**config.mk**
```make
export PLATFORM = sky130hd
export DESIGN_NAME = hds_stencil_alu
export DESIGN_NICKNAME = d
export VERILOG_FILES = /design/src/rtl/hds_pkg.sv /design/src/rtl/hds_stencil_alu.sv
export SDC_FILE = /design/constraint.sdc
export NUM_CORES = 2
export LEC_CHECK = 0
export ABC_AREA = 1
export BUFFER_PORTS_ARGS = -buffer_cell sky130_fd_sc_hd__buf_4
export CORE_ASPECT_RATIO = 2
export CORE_MARGIN = 5
export CORE_UTILIZATION = 48
export CTS_BUF_LIST = sky130_fd_sc_hd__clkbuf_8
export CTS_CLUSTER_DIAMETER = 150
export CTS_CLUSTER_SIZE = 25
export DETAILED_ROUTE_END_ITERATION = 12
export GPL_TIMING_DRIVEN = 0
export PLACE_DENSITY = 0.66
export SLEW_MARGIN = 10
export SYNTH_ARGS = -nofsm -noshare
export SYNTH_HDL_FRONTEND = slang
export SYNTH_SLANG_ARGS = --single-unit
```
**constraint.sdc**
```tcl
create_clock -name clk -period 7.27 [get_ports clk]
set_input_delay 1.0905 -clock clk [delete_from_list [all_inputs] [get_ports clk]]
set_output_delay 1.0905 -clock clk [all_outputs]
set_load 0.02 [all_outputs]
```
**src/rtl/hds_pkg.sv**
```systemverilog
// Shared types, constants and helpers for the heat diffusion stencil block.
package hds_pkg;

  localparam int MAX_EDGE = 64;
  localparam int IDX_W    = $clog2(MAX_EDGE);
  localparam int N_W      = IDX_W + 1;
  localparam int ADDR_W   = 2 * IDX_W;
  localparam int CELLS    = MAX_EDGE * MAX_EDGE;

  localparam int CMD_W     = 2;
  localparam int CX_W      = 6;
  localparam int VAL_W     = 32;
  localparam int EDGE_W    = 7;
  localparam int COEF_W    = 16;
  localparam int CFG_IDX_W = 2;
  localparam int CFG_W     = 16;

  localparam int FRAC_W = 16;
  localparam int LAP_W  = VAL_W + 2;
  localparam int PROD_W = COEF_W + 1 + LAP_W;
  localparam int ACC_W  = VAL_W + 5;

  localparam logic [CMD_W-1:0] CMD_WRITE = 2'd0;
  localparam logic [CMD_W-1:0] CMD_READ  = 2'd1;
  localparam logic [CMD_W-1:0] CMD_STEP  = 2'd2;

  localparam logic [CFG_IDX_W-1:0] CFG_EDGE_CELLS = 2'd0;
  localparam logic [CFG_IDX_W-1:0] CFG_COEF_X     = 2'd1;
  localparam logic [CFG_IDX_W-1:0] CFG_COEF_Y     = 2'd2;

  localparam logic [EDGE_W-1:0] EDGE_RESET = 7'd64;
  localparam logic [COEF_W-1:0] COEF_RESET = 16'd8192;

  typedef struct packed {
    logic [CMD_W-1:0]        cmd;
    logic [CX_W-1:0]         cell_x;
    logic [CX_W-1:0]         cell_y;
    logic signed [VAL_W-1:0] cell_value;
  } hds_req_t;

  typedef struct packed {
    logic signed [VAL_W-1:0] read_value;
    logic                    step_done;
  } hds_rsp_t;

  // Five-point neighborhood of one cell.
  typedef struct packed {
    logic signed [VAL_W-1:0] c;
    logic signed [VAL_W-1:0] e;
    logic signed [VAL_W-1:0] w;
    logic signed [VAL_W-1:0] n;
    logic signed [VAL_W-1:0] s;
  } hds_nbr_t;

  typedef struct packed {
    logic lap;      // form both Laplacian terms, load accumulator with centre
    logic mul;      // one coefficient product into the product register
    logic mul_y;    // product uses coef_y / y term
    logic acc_add;  // add floored product to accumulator
  } hds_alu_ctl_t;

  function automatic logic [ADDR_W-1:0] cell_addr(input logic [IDX_W-1:0] y,
                                                  input logic [IDX_W-1:0] x);
    return {y, x};
  endfunction

endpackage

```
**src/rtl/hds_stencil_alu.sv**
```systemverilog
// Shared stencil arithmetic: Laplacian terms, one multiplier, accumulate, saturate.
module hds_stencil_alu (
  input  logic                                clk,
  input  hds_pkg::hds_alu_ctl_t               ctl,
  input  hds_pkg::hds_nbr_t                   nbr,
  input  logic [hds_pkg::COEF_W-1:0]          coef_x,
  input  logic [hds_pkg::COEF_W-1:0]          coef_y,
  output logic signed [hds_pkg::VAL_W-1:0]    result
);

  localparam int VAL_W  = hds_pkg::VAL_W;
  localparam int LAP_W  = hds_pkg::LAP_W;
  localparam int PROD_W = hds_pkg::PROD_W;
  localparam int ACC_W  = hds_pkg::ACC_W;
  localparam int FRAC_W = hds_pkg::FRAC_W;
  localparam int TERM_W = PROD_W - FRAC_W;

  logic signed [LAP_W-1:0]  lx;
  logic signed [LAP_W-1:0]  ly;
  logic signed [PROD_W-1:0] prod;
  logic signed [ACC_W-1:0]  acc;

  logic signed [LAP_W-1:0]  c2;
  logic signed [LAP_W-1:0]  lx_next;
  logic signed [LAP_W-1:0]  ly_next;
  logic signed [hds_pkg::COEF_W:0] coef_s;
  logic signed [LAP_W-1:0]  mul_b;
  logic signed [TERM_W-1:0] term;

  localparam logic signed [ACC_W-1:0] SAT_MAX = ACC_W'({1'b0, {(VAL_W-1){1'b1}}});
  localparam logic signed [ACC_W-1:0] SAT_MIN = -SAT_MAX - ACC_W'(1);

  always_comb begin
    c2      = LAP_W'(nbr.c) <<< 1;
    lx_next = LAP_W'(nbr.e) + LAP_W'(nbr.w) - c2;
    ly_next = LAP_W'(nbr.n) + LAP_W'(nbr.s) - c2;
    coef_s  = ctl.mul_y ? $signed({1'b0, coef_y}) : $signed({1'b0, coef_x});
    mul_b   = ctl.mul_y ? ly : lx;
    // arithmetic shift drops the fraction: floor toward minus infinity
    term    = prod[PROD_W-1:FRAC_W];
  end

  always_ff @(posedge clk) begin
    if (ctl.lap) begin
      lx  <= lx_next;
      ly  <= ly_next;
      acc <= ACC_W'(nbr.c);
    end else if (ctl.acc_add) begin
      acc <= acc + ACC_W'(term);
    end
    if (ctl.mul) begin
      prod <= PROD_W'(coef_s * mul_b);
    end
  end

  always_comb begin
    if (acc > SAT_MAX) begin
      result = SAT_MAX[VAL_W-1:0];
    end else if (acc < SAT_MIN) begin
      result = SAT_MIN[VAL_W-1:0];
    end else begin
      result = acc[VAL_W-1:0];
    end
  end

endmodule

```
# After elaboration in Yosys (flattened, before gate mapping)
# Index checks and enable logic that the tools add are counted.
# W data, S select, Z words.
[op_classes] n_addsub=5 multipliers=1 order_cmp=2 muxes=6 n_reduce_logical=1
[ops] cell="$mux W37" n=2
[ops] cell="$sub A33 B33 Y34" n=2
[ops] cell="$add A32 B32 Y33" n=2
[ops] cell="$mux W32" n=2
[ops] cell="$mul A17 B34 Y51" n=1
[ops] cell="$add A37 B35 Y37" n=1
[ops] cell="$gt A37 B32 Y1 const B" n=1
[ops] cell="$lt A37 B32 Y1 const B" n=1
[ops] cell="$mux W34" n=1
[ops] cell="$mux W16" n=1
[ops] cell="$reduce_bool A2 Y1" n=1
[totals] reg_bits=156 input_bits=197 output_inout_bits=32 word_cells=19

# Logic depth before layout (Yosys ltp)
[logic_depth] depth_word=3 depth_mapped=33 depth_no_buf=30

# Worst setup path before layout
# Ideal clock, no wire load.
[synth_timing] path_kind="input to register" startpoint="input ctl[1] (netlist name)" endpoint="register prod[50], data pin" arrival_ns=6.496 required_time_ns=7.016 slack_ns=0.520 cell_stages=25 cell_sequence="buf_4 -> buf_2 -> nand2_1 -> o21ai_1 -> buf_2 -> nor2_1 -> inv_1 -> fa_1 -> inv_1 -> fa_1 -> inv_1 -> fa_1 -> fa_1 -> fa_1 -> fa_1 -> inv_1 -> ha_1 -> nand2_1 -> nor3_1 -> nand2_1 -> nor2_1 -> and3_1 -> nand2_1 -> nand4_1 -> nand2_1"
[synth_between] elab_chain_len=2 elab_cells_between_ends=3
[synth_lines] element="start: declaration" line="hds_stencil_alu.sv:4" source="input hds_pkg::hds_alu_ctl_t ctl,"
[synth_lines] element="$mux W16 or $mux W34 (tied branches)" line="hds_stencil_alu.sv:37, hds_stencil_alu.sv:38"
[synth_lines] element="$mul A17 B34 Y51 (*)" line="hds_stencil_alu.sv:52" source="prod <= PROD_W'(coef_s * mul_b);"
[synth_lines] element="end signal: assignment" line="hds_stencil_alu.sv:52"
[synth_lines] element="end: declaration" line="hds_stencil_alu.sv:20" source="logic signed [PROD_W-1:0] prod;"
# Every way passes the cells marked *; elsewhere a longest branch is shown, timed or not.
# A chain may end at the register's enable or synchronous reset.

# Worst setup path after layout
[layout_timing] startpoint="input ctl[1] (netlist name)" endpoint="register prod[33], data pin"
# Same word-level chain as after synthesis.

==> insert_results.sql <==
INSERT INTO impl_metrics (metric_group, metric, value, unit) VALUES
('status', 'run_status', 'completed', ''),
('min_path', 'whs_endpoint', 'acc[0]', ''),
('grt', 'grt.overflow.total', '0', ''),
('floorplanning', 'placeableCoreArea', '71700', 'sq um'),
('logic_synthesis', 'synth_cell_type_count', '45', ''),
('routing', 'drc_errors', '0', ''),
('worst_setup_path', 'worstPathRequired', '7600', 'ps'),
('grt', 'grt_pass1_vias', '33665', ''),
('clock_tree', 'insertion_delay', '550', 'ps'),
('logic_synthesis', 'synth_top_area_cell', 'fa_1', ''),
('worst_setup_path', 'worstPathArrival', '7540', 'ps'),
('worst_setup_path', 'regToRegEndpoint', 'prod[31]', ''),
('worst_setup_path', 'critPathKind', 'primary input to flop', ''),
('clock_tree', 'clkTransAtPathRegs', '90', 'ps'),
('logic_synthesis', 'seq_area_frac_synth', '0.122', ''),
('layout', 'final.fill_count', '7283', ''),
('grt', 'grt_util_all_layers', '0.362', ''),
('logic_synthesis', 'synth_async_sr_flop_share', '0', ''),
('routing', 'dr.max_layer_used', 'met5', ''),
('floorplanning', 'die_area', '77700', 'sq um'),
('clock_tree', 'cts.htree.levels', '4', ''),
('clock_tree', 'cts_num_sinks', '140', ''),
('worst_setup_path', 'worstSetupEndpointType', 'flop', ''),
('floorplanning', 'chipWidth', '200', 'um'),
('floorplanning', 'design.portCount', '229', ''),
('logic_synthesis', 'dominant_combinational_cell_family_by_area_after_synthesis', 'adder cells', ''),
('logic_synthesis', 'synth_enable_flop_cells', '140', ''),
('clock_tree', 'cts_root_buffer', 'clkbuf_8', ''),
('min_path', 'hold_path.startpoint', 'prod[16]', ''),
('placement', 'hpwl', '118', 'mm'),
('job', 'drv_cap', '0', ''),
('routing', 'met1_length', '39.7', 'mm'),
('timing', 'final-max-slew-violation-count', '0', ''),
('routing', 'routed_wire_length_per_instance', '23.8', 'um'),
('clock_tree', 'cts_tree', 'yes', ''),
('routing', 'via_count', '31839', ''),
('timing', 'fin_skew', '50.1', 'ps'),
('layout', 'final_core_utilization', '0.538', ''),
('routing', 'vias_per_cell', '5.44', ''),
('logic_synthesis', 'synth_simple_gate_area_share', '0.219', ''),
('routing', 'first_iter_violations', '2312', ''),
('worst_setup_path', 'ff2ff_path_depth', '23', ''),
('timing', 'tightestPinTransition', '981', 'ps'),
('grt', 'grt_start_max_net_pins', '70', ''),
('logic_synthesis', 'synthAdderAreaFrac', '0.416', ''),
('layout', 'drive_above_1_share', '0.111', ''),
('logic_synthesis', 'synth_top_area_frac', '0.336', ''),
('routing', 'drtPass1Iterations', '6', ''),
('clock_tree', 'ctsHoldBuffers', '0', ''),
('routing', 'dr_wl_met3', '9.50', 'mm'),
('logic_synthesis', 'count_of_mapped_cells_out_of_synthesis', '4665', ''),
('grt', 'antenna_found_initial', '7', ''),
('min_path', 'whs_path_depth', '3', ''),
('worst_setup_path', 'beginning_of_the_worst_register_to_register_path', 'lx[17]', ''),
('grt', 'first_pass_grt_wire_length', '202', 'mm'),
('logic_synthesis', 'ys.warnings.count', '0', ''),
('timing', 'hold_violations', '0', ''),
('worst_setup_path', 'timing.critical_path.from_type', 'primary input', ''),
('routing', 'drt_wl_total', '139', 'mm'),
('placement', 'dpl_cell_area', '37400', 'sq um'),
('logic_synthesis', 'postSynthNetCount', '5663', ''),
('timing', 'min_period', '7210', 'ps'),
('logic_synthesis', 'synthXorXnorAreaFrac', '0.0195', ''),
('layout', 'num-nets-final', '5926', ''),
('layout', 'finalInstanceArea', '38500', 'sq um'),
('min_path', 'hp-class', 'flop to flop', ''),
('worst_setup_path', 'worstSetupStartpoint', 'ctl[1]', ''),
('worst_setup_path', 'r2r_slack', '610', 'ps'),
('timing', 'rsz_0062_raised_after_global_routing', 'true', ''),
('routing', 'final_antenna_net_count', '0', ''),
('placement', 'number_of_buffers_added_on_ports', '227', '');
[worst max path at each step]
| stage | endpoint | cells after the start |
|---|---|---|
| 2_1_floorplan | prod[50] | 25 |
| 3_5_place_dp | prod[32] | 24 |
| 4_1_cts | prod[36] | 26 |
| 5_1_grt | prod[34] | 26 |
| 3_3_place_gp | prod[32] | 24 |
| 6_report | prod[33] | 26 |
[stage by stage]
stage	std cells	setup TNS, ps	setup WS, ps
final	5854	0	62.6
after global routing	5851	-266	-69.4
after CTS	5841	0	0.612
after floorplan	4665	0	520
after detailed placement	5808	-31790	-1180
after global placement	5808	-45220	-1620
[critical path, stage by stage]
cell and delay, ps:
buf_4 170, buf_6 230, buf_6 250, o21ai_4 160, inv_1 100, buf_2 290
nand2_1 120, fa_1 510, inv_1 50, fa_1 530, fa_1 640, fa_1 510
fa_1 530, inv_1 60, fa_1 530, inv_1 60, ha_2 440, nand2_1 110
o21ai_0 360, inv_1 80, nand2_1 100, nand2_1 60, nand3_1 90, inv_1 50
nand2_1 120, xor2_1 260
[sequential cells by signal, summed over array words and instances (netlist names)]
| name | flops |
|---|---|
| ly | 34 |
| prod | 35 |
| lx | 34 |
| acc | 37 |
[placed cells by master, fill, tap and decap left out, drive strengths merged, types with 20 or more instances in the layout]
| master | netlist | layout |
|---|---|---|
| inv | 1287 | 1286 |
| nand2 | 1143 | 1143 |
| fa | 580 | 580 |
| nor2 | 462 | 462 |
| buf | 89 | 293 |
| ha | 221 | 221 |
| a21oi | 191 | 191 |
| o21ai | 141 | 141 |
| edfxtp | 140 | 140 |
| nand3 | 139 | 139 |
| clkbuf | 13 | 70 |
| xor2 | 63 | 63 |
| nor3 | 36 | 36 |
| nand4 | 32 | 32 |
| o21bai | 28 | 28 |
| a31oi | 20 | 20 |
[Yosys cell counts, types with 2 or more instances]
cell / count
inv_1: 1270
nand2_1: 1123
fa_1: 580
nor2_1: 445
ha_1: 221
a21oi_1: 186
edfxtp_1: 140
nand3_1: 135
o21ai_0: 81
buf_2: 77
xor2_1: 63
nand4_1: 32
o21ai_2: 31
o21ai_1: 29
o21bai_1: 27
nor3_1: 26
a31oi_1: 20
inv_2: 17
nand2_2: 17
nor2_2: 15
xnor2_1: 14
a21o_1: 13
clkbuf_1: 13
nand3b_1: 13
or2_2: 11
nor3_2: 10
a21boi_0: 5
a21oi_2: 5
buf_4: 5
nor4_1: 5
buf_6: 4
nand3_2: 4
o21a_1: 4
buf_1: 3
nand2_4: 3
o211ai_1: 3
and2_1: 2
and3_1: 2
mux2i_2: 2
nand2b_1: 2
nor2_4: 2
or2_1: 2
[kinds of logic after synthesis]
| family | after synthesis |
|---|---|
| DFF | 140 |
| adders and majority gates | 801 |
| and+or+nand+nor | 1851 |
| AOI/OAI and AO/OA | 405 |
| buffers and inverters | 1389 |
| xor gates and xnor gates | 77 |
| muxes | 2 |
[per-layer routing]
| metal | GRT usage | vias up |
|---|---|---|
| met5 | 0 | - |
| met2 | 0.622 | 1651 |
| met3 | 0.0801 | 825 |
| li1 | - | 14276 |
| met4 | 0.406 | 4 |
| met1 | 0.320 | 15083 |
[timing repair]
action / 4_1_cts / 5_1_grt
gates resized for setup: 49 / 140
endpoints found under the setup margin: 35 / 33
buffers inserted: 0 / 9
pin swaps: 0 / 9
[layout make-up]
class	count	area, sq um	share of cell area
antenna	4	10.0	0.000260
timing repair buffer	236	1800	0.0466
buffer	102	684	0.0178
sequential	140	4200	0.109
multi-input combinational	3136	25500	0.661
clock inverter	8	40.0	0.00104
inverter	1287	4830	0.126
clock buffer	25	344	0.00893
tap	916	1150	0.0298
Power is not shown: default switching activity piles up to over one toggle a cycle in this logic, so the estimate is an artifact.
